<file path="config.mk">
export PLATFORM = sky130hd
export DESIGN_NAME = odfu_bounds
export DESIGN_NICKNAME = d
export VERILOG_FILES = /design/src/design/odfu_pkg.sv /design/src/design/odfu_bounds.sv
export SDC_FILE = /design/constraint.sdc
export NUM_CORES = 1
export LEC_CHECK = 0
export CORE_UTILIZATION = 55
export DETAILED_ROUTE_END_ITERATION = 16
export DONT_BUFFER_PORTS = 1
export PLACE_DENSITY_LB_ADDON = 0.3
export SETUP_SLACK_MARGIN = 0.15
export SKIP_LAST_GASP = 1
export SYNTH_ARGS = -nofsm -noshare
export SYNTH_HDL_FRONTEND = slang
export SYNTH_SLANG_ARGS = --single-unit
</file>
<file path="constraint.sdc">
create_clock -name clk -period 6.96 [get_ports clk]
set_input_delay 1.392 -clock clk [delete_from_list [all_inputs] [get_ports clk]]
set_output_delay 1.392 -clock clk [all_outputs]
set_load 0.05 [all_outputs]
</file>
<file path="src/design/odfu_pkg.sv">
// Shared widths, register indexes and pipeline types for the OBB detection filter.
`default_nettype none

package odfu_pkg;

    // Field widths
    localparam int COORD_W    = 20;
    localparam int CONF_W     = 17;
    localparam int CLASS_W    = 16;
    localparam int SLOT_W     = 3;
    localparam int INV_W      = 24;
    localparam int DIFF_W     = COORD_W + 1;
    localparam int PROD_W     = DIFF_W + INV_W + 1;
    localparam int FRAC_DROP  = 16;
    localparam int QUOT_W     = PROD_W - FRAC_DROP;
    localparam int SLOT_ID_W  = 16;
    localparam int MAX_SLOTS  = 4;
    localparam int SLOT_VEC_W = SLOT_ID_W * MAX_SLOTS;

    // Slot count default
    localparam int NUM_SLOTS_DEF = 4;

    // Stream widths
    localparam int IN_TDATA_W  = 200;
    localparam int OUT_TDATA_W = 160;
    localparam int OUT_PAD_W   = OUT_TDATA_W - (6 * COORD_W + CONF_W + CLASS_W + SLOT_W);

    // Configuration port
    localparam int CFG_ADDR_W = 3;
    localparam int CFG_DATA_W = 64;

    // Numeric constants
    localparam logic [CONF_W-1:0] CONF_ONE = CONF_W'(65536);
    localparam logic [INV_W-1:0]  INV_ONE  = INV_W'(65536);
    localparam logic signed [PROD_W-1:0] ROUND_HALF = PROD_W'(32768);
    localparam logic signed [COORD_W-1:0] COORD_MAX = {1'b0, {(COORD_W-1){1'b1}}};
    localparam logic signed [COORD_W-1:0] COORD_MIN = {1'b1, {(COORD_W-1){1'b0}}};
    localparam logic [SLOT_W-1:0] LABEL_GENERIC = SLOT_W'(4);

    // Register indexes
    typedef enum logic [CFG_ADDR_W-1:0] {
        REG_OFFSET_X        = 3'd0,
        REG_OFFSET_Y        = 3'd1,
        REG_INV_SCALE_X     = 3'd2,
        REG_INV_SCALE_Y     = 3'd3,
        REG_DEFAULT_THR     = 3'd4,
        REG_FILTER_COUNT    = 3'd5,
        REG_SLOT_CLASS_IDS  = 3'd6,
        REG_SLOT_THRESHOLDS = 3'd7
    } cfg_reg_t;

    // Per-stage load enables
    typedef struct packed {
        logic s1;
        logic s2;
        logic s3;
        logic s4;
        logic s5;
    } stage_ce_t;

    // Row attributes carried alongside the coordinates
    typedef struct packed {
        logic [SLOT_W-1:0]  slot;
        logic [CLASS_W-1:0] cls;
        logic [CONF_W-1:0]  score;
    } meta_t;

    // One finished row, ready for the two output beats
    typedef struct packed {
        meta_t                     meta;
        logic [COORD_W-1:0]        max_y;
        logic [COORD_W-1:0]        min_y;
        logic [COORD_W-1:0]        max_x;
        logic [COORD_W-1:0]        min_x;
        logic [3:0][COORD_W-1:0]   cy;
        logic [3:0][COORD_W-1:0]   cx;
    } row_t;

endpackage

`default_nettype wire

</file>
<file path="src/design/odfu_bounds.sv">
// Two-stage min/max reduction of four mapped coordinates on one axis.
`default_nettype none

module odfu_bounds (
    input  logic                                clk,
    input  odfu_pkg::stage_ce_t                 ce,
    input  logic signed [odfu_pkg::COORD_W-1:0] coord [4],
    output logic signed [odfu_pkg::COORD_W-1:0] coord_out [4],
    output logic signed [odfu_pkg::COORD_W-1:0] lo,
    output logic signed [odfu_pkg::COORD_W-1:0] hi,
    output logic                                extent_ok
);
    import odfu_pkg::*;

    logic signed [COORD_W-1:0] c4_reg [4];
    logic signed [COORD_W-1:0] c5_reg [4];
    logic signed [COORD_W-1:0] lo01_reg, hi01_reg, lo23_reg, hi23_reg;
    logic signed [COORD_W-1:0] lo01_next, hi01_next, lo23_next, hi23_next;
    logic signed [COORD_W-1:0] lo_reg, hi_reg, lo_next, hi_next;

    // Pairwise min and max
    assign lo01_next = (coord[1] < coord[0]) ? coord[1] : coord[0];
    assign hi01_next = (coord[1] > coord[0]) ? coord[1] : coord[0];
    assign lo23_next = (coord[3] < coord[2]) ? coord[3] : coord[2];
    assign hi23_next = (coord[3] > coord[2]) ? coord[3] : coord[2];

    // Final min and max, first pair wins ties
    assign lo_next = (lo23_reg < lo01_reg) ? lo23_reg : lo01_reg;
    assign hi_next = (hi23_reg > hi01_reg) ? hi23_reg : hi01_reg;

    // Positive extent on this axis
    assign extent_ok = hi_next > lo_next;

    always_ff @(posedge clk)
    begin
        if (ce.s4)
        begin
            lo01_reg <= lo01_next;
            hi01_reg <= hi01_next;
            lo23_reg <= lo23_next;
            hi23_reg <= hi23_next;
            c4_reg   <= coord;
        end
        if (ce.s5)
        begin
            lo_reg <= lo_next;
            hi_reg <= hi_next;
            c5_reg <= c4_reg;
        end
    end

    assign coord_out = c5_reg;
    assign lo        = lo_reg;
    assign hi        = hi_reg;

endmodule

`default_nettype wire

</file>
==> metrics.txt <==
Crit Reg-Reg Endpoint=hi[17]$_DFFE_PP_; most frequent cells in the layout=edfxtp_1 (280), ha_1 (99), inv_1 (85); area of the multi-input gates=roughly 3800 sq um; cts hold-fix bufs=0; worst flop-to-flop path startpoint=hi23_reg[11]$_DFFE_PP_; first-pass GRT wire length=approximately 38000 microns; Total GRT Usage=0.213; total CTS buffers=29; Root Buffer=clkbuf_16; # IOs=roughly 210; CTS tree=done; Seq cells post-synth=280; PnR Total Power=around 4600 uW; Core Rows=55; Final Cell Area=13900 sq um; Crit path required time=around 5.6 ns; unrepaired setup endpoints after global routing=false; Die Ht=153 microns; area delta synth->final=10.0%; Worst setup startpoint=hi23_reg[11]$_DFFE_PP_; MaxCap Viol Count=0; Synth Flop Type=edfxtp_1; Slew Limit Fails=0; commonest non-fill, non-tap cell in the layout=edfxtp_1; Switch Pwr=between 1000 and 1500 uW; Critical Path End Type=output port; Synth async-reset ratio=0; WS Path Type=flop to output port; VDD IR max=roughly 0.21 mV; Setup Skew=around 0.0087 ns; Placed Instance Area=between 10000 and 15000 sq um; Crit Path Max Fanout=12; largest net degree at the start of global routing=roughly 160; post-route antenna net violation count=0; die area=around 24000 sq um; Worst Setup EP=extent_ok; Pleak=about 0.0054 uW; Post-CTS Setup Bufs=0; CTS Buffer Depth=3; Int Power=~3300 uW; PostCTS Resize Cnt=0; fin crit share=0.898; Yosys cell types=43; FMAX=~0.16 GHz; Power Dens Cells=about 330 nW/um^2; diodes inserted=0; Buffers on Ports=0; min Tclk post-route=6.25 ns; Hold Path Class=flop to flop; vias in the first global route=around 6600; worst-case reg-to-reg path depth=8; Warnings, synthesis=0; gp weighted congestion=0.845; Seq. cell area=around 8400 sq um; Netlist Area Pre-Place=12600 sq um; total core area=around 23000 sq um; reg2reg setup slack=around 4 ns; Iteration-0 DRC Markers=386; DRC violations left=0; clock latency on the worst-skew pair=0.54 ns; Mean Syn Cell Area=between 15 and 20 sq um; GRT overflow=0; EDFF count, synth=280; final hold vios=0; WL final=approximately 25000 microns; clk slew on worst S/H paths=~0.06 ns; WHS=between 0.4 and 0.5 ns; Final setup violation count=0; share of cells above drive strength 1=0.167; worst slew pin tran=between 1 and 1.5 ns; Die X-Extent=about 150 microns; switch share=0.289; initial core utilization=0.559; max_slew headroom=0.178; Filler cells=~1700; post-synthesis sequential area ratio=0.666; Avg WL per Cell=21.9 microns; crit path launch type=flop; vias per cell=5.73; Reg power frac=0.526; initial antenna violation count=0; Logic pwr share=0.145; Synth Instances=between 800 and 900; Layout Nets=between 1000 and 1500; outcome=finished clean; Vias=6475; Post-Syn Nets=between 900 and 1000; HPWL Detailed=17500 microns; setup tns final=0 ns; Clk pwr share=0.329; critical path arrival=a little under 5 ns; # clock sinks=between 200 and 300; H-tree depth=1; First-pass DRT Iterations=5
==> Yosys cell counts, drive strengths merged (2+ instances only) <==
library cell,instances,area (sq um)
a21o,13,97.6
nand4,17,106
a211oi,2,20.0
mux2,101,1210
o21ai,40,200
nand2b,6,37.5
mux2i,21,210
nor4,2,18.8
ha,99,1240
nor2,11,41.3
edfxtp,280,8410
and4,4,35.0
nor2b,3,18.8
o21a,3,22.5
buf,15,106
nand2,42,158
o41ai,2,25.0
inv,85,319
nand3,3,15.0
nor3,4,20.0
o211ai,2,15.0
a21oi,37,185
==> power by group through the flow <==
stage               registers (uW)  clock network [uW]  logic (uW)
CTS                           2430                1550         675
detailed placement            2460                   0         668
finish                        2430                1520         672
floorplan                     2410                   0         521
global route                  2450                1620         755
global placement              2460                   0         651
==> worst min path at each step <==
stage	from	endpoint	slack, ns	cells after the start
2_1_floorplan	c4_reg[0]$_DFFE_PP_	coord_out[0]$_DFFE_PP_	0.40	0
3_3_place_gp	c4_reg[59]$_DFFE_PP_	coord_out[59]$_DFFE_PP_	0.40	0
3_5_place_dp	c4_reg[42]$_DFFE_PP_	coord_out[42]$_DFFE_PP_	0.40	0
4_1_cts	c4_reg[54]$_DFFE_PP_	coord_out[54]$_DFFE_PP_	0.42	0
5_1_grt	c4_reg[35]$_DFFE_PP_	coord_out[35]$_DFFE_PP_	0.42	0
6_report	c4_reg[73]$_DFFE_PP_	coord_out[73]$_DFFE_PP_	0.42	0
==> final cells by class <==
type | instances | share of cell area
Clock inverter | 20 | 0.0149
Multi-Input combinational cell | 424 | 0.274
Clock buffer | 32 | 0.0531
Tap cell | 285 | 0.0257
Inverter | 85 | 0.0230
Sequential cell | 280 | 0.606
Timing Repair Buffer | 4 | 0.00306
==> layer usage <==
| layer | track usage | share of wire | vias to the layer above |
|---|---|---|---|
| li1 | - | - | 3083 |
| met1 | 0.282 | 0.43 | 3152 |
| met3 | 0.0646 | 0.082 | 29 |
| met2 | 0.349 | 0.47 | 211 |
| met5 | 0 | 0 | - |
| met4 | 0.0438 | 0.014 | 0 |
==> cells by family (layout without fill, tap and decap cells) <==
kind of cell | Yosys count | after routing | share of synthesized area
adder cells (fa/ha/maj) | 99 | 99 | 0.0982
buffers and inverters | 101 | 141 | 0.0340
AO/OA/AOI/OAI | 107 | 107 | 0.0502
multiplexers | 122 | 122 | 0.113
flip-flops | 280 | 280 | 0.666
AND/OR/NAND/NOR | 96 | 96 | 0.0385
==> worst max-delay path, cell delays in order (launching register included) <==
cell and delay (ns):
edfxtp_1 0.45, ha_1 0.35, and4_1 0.24, nor4bb_1 0.39, nand2_1 0.16, o21ai_0 0.09
o21bai_2 0.28, buf_4 0.31, mux2_2 0.37, ha_1 0.29, a21o_1 0.13, a211oi_1 0.07
o21ai_0 0.29, o2111ai_1 0.17, nand4_1 0.12, a21oi_1 0.05, a221oi_2 0.28, buf_4 0.26
==> through the flow <==
stage	util	worst slack [ns]	instances
2_1_floorplan	-	1.29	805
3_3_place_gp	0.573	1.38	1078
3_5_place_dp	0.573	1.34	1078
4_1_cts	0.615	0.756	1130
5_1_grt	0.615	0.410	1130
6_report	0.615	0.712	1130
Power figures use the tool's default switching activity.
