[config.mk]
export PLATFORM = sky130hd
export DESIGN_NAME = odfu_map
export DESIGN_NICKNAME = d
export VERILOG_FILES = /design/src/design/odfu_pkg.sv /design/src/design/odfu_map.sv
export SDC_FILE = /design/constraint.sdc
export NUM_CORES = 1
export LEC_CHECK = 0
export ABC_AREA = 1
export BUFFER_PORTS_ARGS = -buffer_cell sky130_fd_sc_hd__buf_2
export CORE_AREA = 2 2 204 206
export CTS_BUF_LIST = sky130_fd_sc_hd__clkbuf_2
export CTS_CLUSTER_DIAMETER = 40
export DETAILED_ROUTE_END_ITERATION = 6
export DIE_AREA = 0 0 206 208
export PLACE_DENSITY = 0.74
export SETUP_SLACK_MARGIN = 0.15
export SLEW_MARGIN = 20
export SYNTH_ARGS = -nofsm -noshare
export SYNTH_HDL_FRONTEND = slang
export SYNTH_SLANG_ARGS = --single-unit
[constraint.sdc]
create_clock -name clk -period 7.8 [get_ports clk]
set_clock_uncertainty 0.15 [all_clocks]
set_input_delay 2.34 -clock clk [delete_from_list [all_inputs] [get_ports clk]]
set_output_delay 2.34 -clock clk [all_outputs]
set_load 0.1 [all_outputs]
[src/design/odfu_pkg.sv]
// Shared widths, register indexes and pipeline types for the OBB detection filter.
`default_nettype none

package odfu_pkg;

    // Field widths
    localparam int COORD_W    = 20;
    localparam int CONF_W     = 17;
    localparam int CLASS_W    = 16;
    localparam int SLOT_W     = 3;
    localparam int INV_W      = 24;
    localparam int DIFF_W     = COORD_W + 1;
    localparam int PROD_W     = DIFF_W + INV_W + 1;
    localparam int FRAC_DROP  = 16;
    localparam int QUOT_W     = PROD_W - FRAC_DROP;
    localparam int SLOT_ID_W  = 16;
    localparam int MAX_SLOTS  = 4;
    localparam int SLOT_VEC_W = SLOT_ID_W * MAX_SLOTS;

    // Slot count default
    localparam int NUM_SLOTS_DEF = 4;

    // Stream widths
    localparam int IN_TDATA_W  = 200;
    localparam int OUT_TDATA_W = 160;
    localparam int OUT_PAD_W   = OUT_TDATA_W - (6 * COORD_W + CONF_W + CLASS_W + SLOT_W);

    // Configuration port
    localparam int CFG_ADDR_W = 3;
    localparam int CFG_DATA_W = 64;

    // Numeric constants
    localparam logic [CONF_W-1:0] CONF_ONE = CONF_W'(65536);
    localparam logic [INV_W-1:0]  INV_ONE  = INV_W'(65536);
    localparam logic signed [PROD_W-1:0] ROUND_HALF = PROD_W'(32768);
    localparam logic signed [COORD_W-1:0] COORD_MAX = {1'b0, {(COORD_W-1){1'b1}}};
    localparam logic signed [COORD_W-1:0] COORD_MIN = {1'b1, {(COORD_W-1){1'b0}}};
    localparam logic [SLOT_W-1:0] LABEL_GENERIC = SLOT_W'(4);

    // Register indexes
    typedef enum logic [CFG_ADDR_W-1:0] {
        REG_OFFSET_X        = 3'd0,
        REG_OFFSET_Y        = 3'd1,
        REG_INV_SCALE_X     = 3'd2,
        REG_INV_SCALE_Y     = 3'd3,
        REG_DEFAULT_THR     = 3'd4,
        REG_FILTER_COUNT    = 3'd5,
        REG_SLOT_CLASS_IDS  = 3'd6,
        REG_SLOT_THRESHOLDS = 3'd7
    } cfg_reg_t;

    // Per-stage load enables
    typedef struct packed {
        logic s1;
        logic s2;
        logic s3;
        logic s4;
        logic s5;
    } stage_ce_t;

    // Row attributes carried alongside the coordinates
    typedef struct packed {
        logic [SLOT_W-1:0]  slot;
        logic [CLASS_W-1:0] cls;
        logic [CONF_W-1:0]  score;
    } meta_t;

    // One finished row, ready for the two output beats
    typedef struct packed {
        meta_t                     meta;
        logic [COORD_W-1:0]        max_y;
        logic [COORD_W-1:0]        min_y;
        logic [COORD_W-1:0]        max_x;
        logic [COORD_W-1:0]        min_x;
        logic [3:0][COORD_W-1:0]   cy;
        logic [3:0][COORD_W-1:0]   cx;
    } row_t;

endpackage

`default_nettype wire

[src/design/odfu_map.sv]
// Three-stage unmapping of one coordinate: subtract offset, scale, round and saturate.
`default_nettype none

module odfu_map (
    input  logic                                clk,
    input  odfu_pkg::stage_ce_t                 ce,
    input  logic signed [odfu_pkg::COORD_W-1:0] coord,
    input  logic signed [odfu_pkg::COORD_W-1:0] offset,
    input  logic        [odfu_pkg::INV_W-1:0]   inv_scale,
    output logic signed [odfu_pkg::COORD_W-1:0] mapped
);
    import odfu_pkg::*;

    logic signed [DIFF_W-1:0]  diff_reg;
    logic signed [DIFF_W-1:0]  diff_next;
    logic signed [INV_W:0]     inv_s;
    logic signed [PROD_W-1:0]  prod_reg;
    logic signed [PROD_W-1:0]  prod_next;
    logic signed [PROD_W-1:0]  rounded;
    logic signed [QUOT_W-1:0]  quot;
    logic signed [COORD_W-1:0] mapped_reg;
    logic signed [COORD_W-1:0] mapped_next;

    // Exact difference
    assign diff_next = DIFF_W'(coord) - DIFF_W'(offset);

    // Scale by the reciprocal, 16 fraction bits
    assign inv_s     = {1'b0, inv_scale};
    assign prod_next = PROD_W'(diff_reg) * PROD_W'(inv_s);

    // Round to nearest with ties up, then saturate
    assign rounded = prod_reg + ROUND_HALF;
    assign quot    = rounded[PROD_W-1:FRAC_DROP];

    always_comb
    begin
        if (quot > QUOT_W'(COORD_MAX))
        begin
            mapped_next = COORD_MAX;
        end
        else if (quot < QUOT_W'(COORD_MIN))
        begin
            mapped_next = COORD_MIN;
        end
        else
        begin
            mapped_next = quot[COORD_W-1:0];
        end
    end

    // Stage registers
    always_ff @(posedge clk)
    begin
        if (ce.s1)
        begin
            diff_reg <= diff_next;
        end
        if (ce.s2)
        begin
            prod_reg <= prod_next;
        end
        if (ce.s3)
        begin
            mapped_reg <= mapped_next;
        end
    end

    assign mapped = mapped_reg;

endmodule

`default_nettype wire

==> results.md <==
- DR WL/cell: 15.48 microns
- Max reg flops: 31
- Clk slew on worst S/H paths: 0.25 ns
- Clk buf depth: 2
- Cell Count Post-Placement: 3544
- Core area: 40550 sq um
- Slew Viols, Final: 0
- First-pass GRT wire length: 94630 microns
- Hold Vio Cnt, Final: 0
- Post-Syn Area: 22010 sq um
- Ports: 90
- Netlist cell types: 41
- Largest net degree at the start of global routing: 32
- Vias in the first global route: 19780
- Register area: 2162 sq um
- Max Cap Violations: 0
- Placer Congestion: 0.9290
- Max stage delay on crit path: 0.56 ns
- Kind of critical path: primary input to flop
- RSZ-0062 raised after global routing: true
- Post-place setup slack: -0.6978 ns
- Clock root cell: clkbuf_2
- Hold Path Origin: prod_reg[20]$_DFFE_PP_
- Reg-to-reg startpoint: diff_reg[7]$_DFFE_PP_
- Finished Layout Cells: 3564
- DRT Wirelength: 55160 microns
- Peak Freq: 0.1328 GHz
- Most frequent CP cell: fa_1
- H-tree levels: 3
- Crit. Startpoint: inv_scale[5]
- Overflow after GRT: 0
- Final setup vio count: 0
- Fin crit share: 96.51%
- Busiest grt layer: met2
- Pre-Repair DR Iteration Count: 5
- Nets: 3711
- Worst Path Max Fanout: 12
- Share of cells above drive strength 1: 13.99%
- Setup crit end kind: flop
- Final Util: 61.20%
- WP data arrival: 7.85 ns
- Synth Register Bits: 72
- Remaining antenna violation count: 0
- Worst-Skew Late Latency: 0.76 ns
- Number of synthesized flops with an enable pin: 72
- Vias: 18153
- Post-DP HPWL: 47690 microns
- Initial antenna violation count: 2
- I/O Buffers: 87
- Slew @ Worst Pin: 1.158 ns
- DR iter-0 viols: 1006
- Residual DRC: 0
- Die width: 206 microns
- Area of the multi-input gates: 16860 sq um
- Die height: 208 microns
- Initial Utilization: 54.29%
- Yosys warning total: 0
- Worst-path cell chain: buf_8 > buf_4 > nand2_1 > fa_1 > inv_1 > fa_1 > fa_1 > fa_1 > fa_1 > fa_1 > inv_1 > fa_1 > inv_1 > ha_4 > nand2_4 > nor2_4 > inv_1 > nor2_2 > inv_1 > o211ai_1 > nand2_1 > nand3_1 > nand2_1
- Area Overhead vs Synth: 12.73%
- Outcome: completed
- Global Route met3 Usage: 3.227%
- Synth async-reset ratio: 0%
- Post-synthesis sequential area ratio: 9.821%
- Slowest CP cell: fa_1
- Met1 Use GR: 35.37%
- Slew headroom: 22.77%
- CTS Buf Count: 9
- Via density: 5.093
- Setup_tns: 0 ns
- CTS tree: built
- Die area: 42850 sq um
- # fillers: 3641
- Grt met2 use: 49.33%
- Top FF cell, synth: edfxtp_1
- Critical Path RT: 8.13 ns
- Setup WS post-layout: 0.2723 ns
- Worst min path class: flop to flop
- Crit path launch type: primary input
- Synth Instances: 2848
- Total GRT Usage: 27.68%
- Syn Nets: 3534
- Mean Syn Cell Area: 7.730 sq um
- Row count: 74
- CTS sink cnt: 72
- Minimum clock period after layout: 7.528 ns
[area by class of cell]
type	instances	share of cell area, %
antenna	2	0.02017
clock inverter	7	0.2874
inverter	832	12.58
tap	532	2.682
multi-input combinational	1852	67.92
timing repair buffer	258	7.613
sequential	72	8.712
clock buffer	9	0.1815
[routing by layer]
layer  share of wire, %  vias to the layer above
met4                2.6                        0
li1                   -                     8574
met3                5.6                      106
met1                 41                     8876
met2                 51                      597
met5                  0                        -
[timing repair]
| item | 4_1_cts | 5_1_grt |
|---|---|---|
| hold buffers | 0 | 0 |
| pin swaps | 1 | 35 |
| gates resized for setup | 7 | 108 |
| setup buffers | 0 | 1 |
| setup endpoints to repair | 6 | 31 |
[final timing paths]
kind	to	slack [ns]	cells after the start
max reg2reg	prod_reg[37]$_DFFE_PP_	0.92	22
min reg2reg	mapped[4]$_SDFFCE_PN1P_	0.61	3
max	prod_reg[39]$_DFFE_PP_	0.27	23
min	mapped[4]$_SDFFCE_PN1P_	0.61	3
[synth_stat cells (2+ instances only)]
library cell | instances | area (sq um)
inv_1 | 828 | 3108
nand2_1 | 740 | 2778
fa_1 | 416 | 8328
ha_1 | 200 | 2502
nor2_1 | 146 | 548.0
clkbuf_1 | 88 | 330.3
a21oi_1 | 82 | 410.4
edfxtp_1 | 72 | 2162
o21ai_0 | 53 | 265.3
nand3_1 | 45 | 225.2
xor2_1 | 44 | 385.4
xnor2_1 | 19 | 166.4
nand4_1 | 14 | 87.58
or2_2 | 12 | 75.07
nand2_2 | 11 | 68.82
nor3_1 | 8 | 40.04
a21o_1 | 7 | 52.55
a21boi_0 | 6 | 45.04
nor2_2 | 5 | 31.28
nor2_4 | 5 | 56.30
nor4_1 | 5 | 31.28
o21a_1 | 5 | 37.54
o21bai_1 | 5 | 37.54
inv_2 | 4 | 15.01
a31oi_1 | 3 | 18.77
nand3b_1 | 3 | 22.52
o21ai_1 | 3 | 15.01
a211oi_1 | 2 | 15.01
buf_1 | 2 | 7.510
buf_6 | 2 | 22.52
nand2_4 | 2 | 22.52
o211ai_1 | 2 | 15.01
[logic make-up after synthesis]
group	count (synthesis)	synth area share, %
simple gates	1001	18.29
buf+inv	924	15.82
flops	72	9.821
xor+xnor	64	2.580
fa+ha+maj	616	49.20
compound gates	171	4.291
[per-stage QoR]
step,instance area [sq um],hold WS [ns]
after floorplan,22530,0.4985
after global placement,24360,0.5582
after detailed placement,24360,0.5715
after CTS,24490,0.6045
after global routing,24820,0.6556
final,24820,0.6051
[critical path, delay by kind of cell]
family	cells	cell delay, ns
AND/OR/NAND/NOR	7	0.77
buffers and inverters	7	0.61
AO/OA/AOI/OAI	1	0.27
adder cells (fa/ha/maj)	8	3.82
[placed cells by master (no fill, tap or decap), drive strengths merged, types with 6 or more instances in the layout]
| cell | synthesis | final |
|---|---|---|
| a21boi | 6 | 6 |
| a21o | 7 | 7 |
| a21oi | 82 | 82 |
| buf | 4 | 255 |
| clkbuf | 88 | 12 |
| edfxtp | 72 | 72 |
| fa | 416 | 416 |
| ha | 200 | 200 |
| inv | 832 | 837 |
| nand2 | 753 | 753 |
| nand3 | 46 | 46 |
| nand4 | 14 | 14 |
| nor2 | 156 | 156 |
| nor3 | 9 | 9 |
| o21ai | 57 | 57 |
| or2 | 12 | 12 |
| xnor2 | 19 | 19 |
| xor2 | 45 | 45 |
Power is not shown: default switching activity piles up to over one toggle a cycle in this logic, so the estimate is an artifact.
