File: src/design/odfu_pkg.sv
// Shared widths, register indexes and pipeline types for the OBB detection filter.
`default_nettype none

package odfu_pkg;

    // Field widths
    localparam int COORD_W    = 20;
    localparam int CONF_W     = 17;
    localparam int CLASS_W    = 16;
    localparam int SLOT_W     = 3;
    localparam int INV_W      = 24;
    localparam int DIFF_W     = COORD_W + 1;
    localparam int PROD_W     = DIFF_W + INV_W + 1;
    localparam int FRAC_DROP  = 16;
    localparam int QUOT_W     = PROD_W - FRAC_DROP;
    localparam int SLOT_ID_W  = 16;
    localparam int MAX_SLOTS  = 4;
    localparam int SLOT_VEC_W = SLOT_ID_W * MAX_SLOTS;

    // Slot count default
    localparam int NUM_SLOTS_DEF = 4;

    // Stream widths
    localparam int IN_TDATA_W  = 200;
    localparam int OUT_TDATA_W = 160;
    localparam int OUT_PAD_W   = OUT_TDATA_W - (6 * COORD_W + CONF_W + CLASS_W + SLOT_W);

    // Configuration port
    localparam int CFG_ADDR_W = 3;
    localparam int CFG_DATA_W = 64;

    // Numeric constants
    localparam logic [CONF_W-1:0] CONF_ONE = CONF_W'(65536);
    localparam logic [INV_W-1:0]  INV_ONE  = INV_W'(65536);
    localparam logic signed [PROD_W-1:0] ROUND_HALF = PROD_W'(32768);
    localparam logic signed [COORD_W-1:0] COORD_MAX = {1'b0, {(COORD_W-1){1'b1}}};
    localparam logic signed [COORD_W-1:0] COORD_MIN = {1'b1, {(COORD_W-1){1'b0}}};
    localparam logic [SLOT_W-1:0] LABEL_GENERIC = SLOT_W'(4);

    // Register indexes
    typedef enum logic [CFG_ADDR_W-1:0] {
        REG_OFFSET_X        = 3'd0,
        REG_OFFSET_Y        = 3'd1,
        REG_INV_SCALE_X     = 3'd2,
        REG_INV_SCALE_Y     = 3'd3,
        REG_DEFAULT_THR     = 3'd4,
        REG_FILTER_COUNT    = 3'd5,
        REG_SLOT_CLASS_IDS  = 3'd6,
        REG_SLOT_THRESHOLDS = 3'd7
    } cfg_reg_t;

    // Per-stage load enables
    typedef struct packed {
        logic s1;
        logic s2;
        logic s3;
        logic s4;
        logic s5;
    } stage_ce_t;

    // Row attributes carried alongside the coordinates
    typedef struct packed {
        logic [SLOT_W-1:0]  slot;
        logic [CLASS_W-1:0] cls;
        logic [CONF_W-1:0]  score;
    } meta_t;

    // One finished row, ready for the two output beats
    typedef struct packed {
        meta_t                     meta;
        logic [COORD_W-1:0]        max_y;
        logic [COORD_W-1:0]        min_y;
        logic [COORD_W-1:0]        max_x;
        logic [COORD_W-1:0]        min_x;
        logic [3:0][COORD_W-1:0]   cy;
        logic [3:0][COORD_W-1:0]   cx;
    } row_t;

endpackage

`default_nettype wire

File: src/design/odfu_out.sv
// Output register that sends one finished row as two stream beats.
`default_nettype none

module odfu_out (
    input  logic                                 clk,
    input  logic                                 rst_n,
    input  logic                                 ld_valid,
    output logic                                 ld_ready,
    input  odfu_pkg::row_t                       row,
    output logic                                 m_tvalid,
    input  logic                                 m_tready,
    output logic [odfu_pkg::OUT_TDATA_W-1:0]     m_tdata,
    output logic                                 m_tlast
);
    import odfu_pkg::*;

    row_t row_reg;
    logic full_reg;
    logic full_next;
    logic beat_reg;
    logic beat_next;
    logic take;
    logic load;

    assign take     = full_reg && m_tready;
    assign ld_ready = !full_reg || (beat_reg && m_tready);
    assign load     = ld_valid && ld_ready;

    // Advance beat, refill on the last transfer
    always_comb
    begin
        full_next = full_reg;
        beat_next = beat_reg;
        if (load)
        begin
            full_next = 1'b1;
            beat_next = 1'b0;
        end
        else if (take)
        begin
            if (beat_reg)
            begin
                full_next = 1'b0;
                beat_next = 1'b0;
            end
            else
            begin
                beat_next = 1'b1;
            end
        end
    end

    always_ff @(posedge clk or negedge rst_n)
    begin
        if (!rst_n)
        begin
            full_reg <= 1'b0;
            beat_reg <= 1'b0;
        end
        else
        begin
            full_reg <= full_next;
            beat_reg <= beat_next;
        end
    end

    always_ff @(posedge clk)
    begin
        if (load)
        begin
            row_reg <= row;
        end
    end

    // Pick the corner pair and bound for the current beat
    always_comb
    begin
        if (beat_reg)
        begin
            m_tdata = {OUT_PAD_W'(0), row_reg.meta.slot, row_reg.meta.cls, row_reg.meta.score,
                       row_reg.max_y, row_reg.max_x,
                       row_reg.cy[3], row_reg.cx[3], row_reg.cy[2], row_reg.cx[2]};
        end
        else
        begin
            m_tdata = {OUT_PAD_W'(0), row_reg.meta.slot, row_reg.meta.cls, row_reg.meta.score,
                       row_reg.min_y, row_reg.min_x,
                       row_reg.cy[1], row_reg.cx[1], row_reg.cy[0], row_reg.cx[0]};
        end
    end

    assign m_tvalid = full_reg;
    assign m_tlast  = beat_reg;

endmodule

`default_nettype wire

File: config.mk
export PLATFORM = sky130hd
export DESIGN_NAME = odfu_out
export DESIGN_NICKNAME = d
export VERILOG_FILES = /design/src/design/odfu_pkg.sv /design/src/design/odfu_out.sv
export SDC_FILE = /design/constraint.sdc
export NUM_CORES = 1
export LEC_CHECK = 0
export BUFFER_PORTS_ARGS = -buffer_cell sky130_fd_sc_hd__clkbuf_2
export CORE_ASPECT_RATIO = 0.9
export CORE_MARGIN = 8
export CORE_UTILIZATION = 35
export DETAILED_ROUTE_END_ITERATION = 8
export GPL_ROUTABILITY_DRIVEN = 0
export PLACE_DENSITY = 0.65
export SYNTH_ARGS = -nofsm -noshare
export SYNTH_HDL_FRONTEND = slang
export SYNTH_SLANG_ARGS = --single-unit
File: constraint.sdc
create_clock -name clk -period 17.9 [get_ports clk]
set_input_delay 1.79 -clock clk [delete_from_list [all_inputs] [get_ports clk]]
set_output_delay 1.79 -clock clk [all_outputs]
set_load 0.05 [all_outputs]
==> impl_metrics.yaml, run 1 <==
logic_synthesis:
  ys_ff_latch: 278
  synth_cells: 460
  yosysWarnings: 0
  avgSynthCellArea_um2: 22.8
  yosysUniqueCellTypes: 14
  syn_area_um2: 10500
  synth_seq_area_share: 0.796
setup_path:
  path_delay_family: "buffers and inverters"
  r2r_setup_slack_ps: 13940
  r2r-start: "m_tlast$_DFFE_PN0P_"
  crit_chain: "buf_4 > mux2_2 > clkbuf_2"
  crit_path_max_fanout: 56
  worst-path-buf-inv: 2
  arrival_ps: 2670
  r2r_cells: 5
  reg2reg_to: "row_reg[75]$_DFFE_PP_"
  start_kind: "register"
  worstPathRequired_ps: 16110
  worstSetupEndpointType: "output pin"
  path_class: "register to output pin"
  max_stage_delay_ps: 740
  slowest_stage: "buf_4"
power:
  worst_ir_drop_vdd_v: 0.0000899
  cellLeakagePower_nw: 5.71
  power.density_nw_per_um2: 128
routing:
  vias_per_cell: 4.23
  vias: 5527
  drt_first_pass_iters: 4
  drc: 0
  drt_iter0_markers: 155
  wl_um: 24500
  wl_per_cell_um: 18.8
  drtAntennaViolNets: 0
worst_hold_path:
  holdCritStartpoint: "m_tvalid$_DFFE_PN0P_"
  min_path_cells: 2
  hp-class: "register to register"
  hold-path-endpoint: "m_tlast$_DFFE_PN0P_"
sta:
  rsz0062_at_grt: "false"
  slew_headroom: 0.307
  timing.setup.tns_ps: 0
  maxSlewViolCount: 0
  setup_ws_ps: 13440
  period_share: 0.249
  whs_ps: 608
  period_needed_ps: 4460
  setup_viol: 0
  final-hold-violation-count: 0
  max_freq_mhz: 224
  fin_skew_ps: 16.7
  worst_pin_slew_ps: 1040
floorplanning:
  num_rows: 60
  die_w_um: 198
  die_y_um: 180
  fp.dieArea_um2: 35700
  io_pins: 443
  core_area_um2: 29700
  start_util: 0.353
grt:
  grt_antenna_before_repair: 0
  grt-ovfl-total: 0
  grt_util_all_layers: 0.129
  grt_pass1_vias: 6166
  grt_pass1_wl_um: 35800
  grt_max_degree: 83
cts:
  hold_buffers: 0
  clkTransAtPathRegs_ps: 60
  cts-buffers-inserted: 28
  post_cts_buffers: 0
  clock_latency_ps: 540
  clkSinkCount: 278
  clock-root-buffer: "clkbuf_16"
  tritoncts: "yes"
  cts.path.max_buffers: 3
  h-tree-depth: 1
  cts_resized: 0
placed_design:
  dp_hpwl_um: 18900
  dp_slack_ps: 13580
  io_buffers: 438
final_layout:
  syn_to_final_growth_pct: 30.6
  nNetsFinal: 1163
  drive_gt1_frac: 0.671
  largest_reg_flops: 276
  antenna_cells: 0
flow_run:
  maxCapViolations: 0
run_status:
  status: "finished, final reports clean"
[report_power, final]
| part | leakage (nW) | internal, W | switching, W | total [W] |
|---|---|---|---|---|
| Combinational | 2.70 | 0.000125 | 0.000286 | 0.000411 |
| Clock | 0.429 | 0.000323 | 0.000229 | 0.000552 |
| Sequential | 2.58 | 0.000777 | 0.0000148 | 0.000792 |
[metrics by stage]
step,cells,utilization,instance area [um^2],total power [W]
global placement,1256,0.432,12800,0.00122
CTS,1306,0.461,13700,0.00178
finish,1306,0.461,13700,0.00175
detailed placement,1256,0.432,12800,0.00122
floorplan,463,-,10500,0.00115
global route,1306,0.461,13700,0.00181
[layout by cell type (no fill, tap or decap)]
| master | Yosys | routed |
|---|---|---|
| a21boi_1 | 1 | 1 |
| nand2_1 | 1 | 1 |
| dfrtp_4 | 0 | 1 |
| edfxtp_1 | 276 | 276 |
| inv_1 | 1 | 1 |
| mux2_4 | 80 | 80 |
| clkbuf_16 | 0 | 29 |
| mux2_2 | 41 | 41 |
| or2_2 | 1 | 1 |
| clkinv_2 | 0 | 7 |
| conb_1 | 1 | 4 |
| clkinv_1 | 0 | 5 |
| clkbuf_1 | 0 | 7 |
| nor2b_4 | 0 | 1 |
| buf_4 | 40 | 6 |
| bufinv_16 | 0 | 2 |
| dfrtp_1 | 2 | 1 |
| clkbuf_2 | 0 | 438 |
| mux2i_1 | 1 | 1 |
[worst max path at each step]
stage	startpoint	to	slack [ps]	depth (start not counted)
after floorplan	m_tready	row_reg[0]$_DFFE_PP_	2910	2
after global placement	m_tready	ld_ready	13580	4
after detailed placement	m_tready	ld_ready	13580	4
after CTS	m_tlast$_DFFE_PN0P_	m_tdata[2]	13370	3
after global routing	m_tlast$_DFFE_PN0P_	m_tdata[2]	13310	3
final	m_tlast$_DFFE_PN0P_	m_tdata[2]	13440	3
[synthesized netlist by cell type]
master / n / area (um^2)
mux2_2: 41 / 462
nor2b_1: 1 / 6.26
conb_1: 1 / 3.75
buf_2: 5 / 25.0
a21boi_1: 1 / 7.51
or2_2: 1 / 6.26
nand2_1: 1 / 3.75
buf_6: 9 / 101
dfrtp_1: 2 / 50.1
mux2_4: 80 / 1200
inv_1: 1 / 3.75
mux2i_1: 1 / 10.0
edfxtp_1: 276 / 8290
buf_4: 40 / 300
[layer usage]
metal / track usage / vias to the layer above / part of all wire
li1: - / 2599 / -
met1: 0.141 / 2645 / 0.37
met2: 0.228 / 248 / 0.50
met3: 0.0555 / 35 / 0.10
met4: 0.0328 / 0 / 0.021
met5: 0 / - / 0
[final cells by class]
type	count	area, um^2
multi-input combinational	130	1720
sequential	278	8340
inverter	1	3.75
fill	2582	16000
timing repair buffer	444	2240
tap	403	504
clock buffer	36	752
clock inverter	14	114
[tightest hold or removal path, stage by stage (launching register included)]
cell,delay [ps]
dfrtp_1,410
nand2_1,90
mux2i_1,60
[kinds of logic after synthesis]
logic type | after synthesis | synth area share
other | 1 | 0.000358
AOI/OAI and AO/OA | 1 | 0.000717
buffers and inverters | 55 | 0.0411
DFF | 278 | 0.796
and+or+nand+nor | 3 | 0.00155
muxes | 122 | 0.160
Power figures use the tool's default switching activity.
==> inputs of run 2 (changes only) <==
--- a/config.mk
+++ b/config.mk
@@ -5,6 +5,7 @@
 export SDC_FILE = /design/constraint.sdc
 export NUM_CORES = 1
 export LEC_CHECK = 0
+export ABC_AREA = 1
 export BUFFER_PORTS_ARGS = -buffer_cell sky130_fd_sc_hd__clkbuf_2
 export CORE_ASPECT_RATIO = 0.9
 export CORE_MARGIN = 8
==> constraint.sdc (replaced) <==
create_clock -name clk -period 4.43 [get_ports clk]
set_input_delay 0.443 -clock clk [delete_from_list [all_inputs] [get_ports clk]]
set_output_delay 0.443 -clock clk [all_outputs]
set_load 0.05 [all_outputs]
==> impl_metrics.yaml, run 2 <==
sta:
  setup_viol: 0
  whs_ps: 68.7
  final-hold-violation-count: 0
  worst_pin_slew_ps: 720
  fin_skew_ps: 16.3
  period_share: 0.730
  period_needed_ps: 3240
  max_freq_mhz: 309
  maxSlewViolCount: 0
  slew_headroom: 0.520
  rsz0062_at_grt: "false"
grt:
  grt_max_degree: 83
  grt-ovfl-total: 0
  grt_util_all_layers: 0.148
  grt_pass1_wl_um: 40000
  grt_antenna_before_repair: 1
  grt_pass1_vias: 6957
routing:
  vias: 6663
  wl_um: 27400
  drtAntennaViolNets: 0
  drc: 0
  drt_iter0_markers: 267
  vias_per_cell: 4.29
  drt_first_pass_iters: 4
  wl_per_cell_um: 17.6
final_layout:
  instances_no_fill: 1554
  stdcell_area_um2: 13600
  layout_commonest_cell: "clkbuf_2"
  nNetsFinal: 1414
  drive_gt1_frac: 0.435
  largest_reg_flops: 276
  utilization: 0.471
  final_cell_mix: "438 x clkbuf_2, 363 x nand2_1, 276 x edfxtp_1"
  syn_to_final_growth_pct: 32.7
power:
  clkPwrFrac: 0.235
  p_sw_frac: 0.443
  p_total_w: 0.0104
  p_comb_frac: 0.404
  worst_ir_drop_vdd_v: 0.000620
  power.switching_w: 0.00459
  p_seq_frac: 0.360
  p_int_w: 0.00577
  cellLeakagePower_nw: 6.10
  power.density_nw_per_um2: 763
setup_path:
  worstPathRequired_ps: 3990
  r2r-start: "m_tlast$_DFFE_PN0P_"
  reg2reg_to: "row_reg[149]$_DFFE_PP_"
  r2r_cells: 5
  worstSetupEndpointType: "output pin"
  r2r_setup_slack_ps: 1940
  start_kind: "register"
  path_class: "register to output pin"
  arrival_ps: 2790
  crit_path_max_fanout: 63
logic_synthesis:
  synth_area_leaders: "edfxtp_1 81%, nand2_1 13%, buf_4 3.2%"
  synth_edf_count: 276
  ys_ff_latch: 278
  synth_top_cell_by_area: "edfxtp_1"
  yosysWarnings: 0
  yosysUniqueCellTypes: 11
  syn_area_um2: 10200
  synth_top_area_share: 0.809
  synth_seq_area_share: 0.814
  synth.top_cells.by_count: "366 x nand2_1, 276 x edfxtp_1, 44 x buf_4"
  synthArstFlopShare: 0.00719
  yosysMostFrequentCell: "nand2_1"
  ys.flop_type: "edfxtp_1"
  avgSynthCellArea_um2: 14.3
  synth_cells: 716
cts:
  clock-root-buffer: "clkbuf_16"
  clock_latency_ps: 550
  post_cts_buffers: 0
  h-tree-depth: 1
  cts.path.max_buffers: 3
  hold_buffers: 1
  cts_resized: 0
  clkSinkCount: 278
  tritoncts: "yes"
  cts-buffers-inserted: 29
  clkTransAtPathRegs_ps: 60
run_status:
  status: "finished, final reports clean"
placed_design:
  dp_hpwl_um: 20400
  io_buffers: 438
  placed_area_um2: 12600
  dp_cells: 1498
worst_hold_path:
  hold-path-endpoint: "row_reg[158]$_DFFE_PP_"
  min_path_cells: 1
  hp-class: "input pin to register"
  holdCritStartpoint: "row[158]"
floorplanning:
  die_w_um: 196
  die_y_um: 178
  num_rows: 59
  start_util: 0.355
  core_area_um2: 28900
  io_pins: 443
  fp.dieArea_um2: 35000
flow_run:
  maxCapViolations: 0
==> run 2: cell count changes after synthesis, moves of 4 or more <==
cell,before,now
mux2_2,41,0
nand2_1,1,366
mux2_4,80,0
buf_4,40,44
buf_2,5,13
==> run 2: layer usage <==
layer,routed length (um),vias to the layer above,GRT usage
li1,-,3223,-
met1,10100,3064,0.161
met2,13300,331,0.253
met3,3080,43,0.0662
met4,953,2,0.0546
met5,13,-,0
==> run 2: cell type report <==
cell class | count | area, um^2
antenna | 2 | 5.00
inverter | 2 | 13.8
fill | 2556 | 15300
clock buffer | 38 | 820
clock inverter | 15 | 155
sequential | 278 | 8340
multi-input combinational | 372 | 1430
timing repair buffer | 451 | 2330
tap | 396 | 495
==> run 2: worst max path at each step <==
stage,startpoint,to
finish,m_tlast$_DFFE_PN0P_,m_tdata[62]
global route,m_tlast$_DFFE_PN0P_,m_tdata[52]
CTS,m_tlast$_DFFE_PN0P_,m_tdata[62]
detailed placement,m_tlast$_DFFE_PN0P_,m_tdata[40]
global placement,m_tlast$_DFFE_PN0P_,m_tdata[33]
floorplan,m_tlast$_DFFE_PN0P_,row_reg[0]$_DFFE_PP_
==> run 2: worst max-delay path: stages, from the launching register on <==
cell and delay, ps:
dfrtp_4 750, inv_4 620, buf_12 370, nand2_1 100, nand2_1 90, clkbuf_2 290
==> run 2: power by group through the flow <==
stage                     registers, W  logic, W  clock network (W)
final                          0.00374   0.00419            0.00244
after global routing           0.00379   0.00446            0.00261
after CTS                      0.00375   0.00426            0.00251
after detailed placement       0.00380   0.00425                  0
after global placement         0.00378   0.00423                  0
after floorplan                0.00380   0.00330                  0
==> run 2: cell families (layout without fill, tap and decap cells) <==
| family | Yosys count | after routing | share of synthesized area |
|---|---|---|---|
| and+or+nand+nor | 367 | 367 | 0.135 |
| AOI/OAI and AO/OA | 1 | 1 | 0.000488 |
| buffers and inverters | 69 | 506 | 0.0506 |
| other | 1 | 6 | 0.000366 |
| DFF | 278 | 278 | 0.814 |
==> run 2: stage by stage <==
stage / setup TNS (ps) / setup WS, ps
floorplan: -287640 / -1040
global placement: 0 / 1690
detailed placement: 0 / 1680
CTS: 0 / 1080
global route: 0 / 945
finish: 0 / 1190
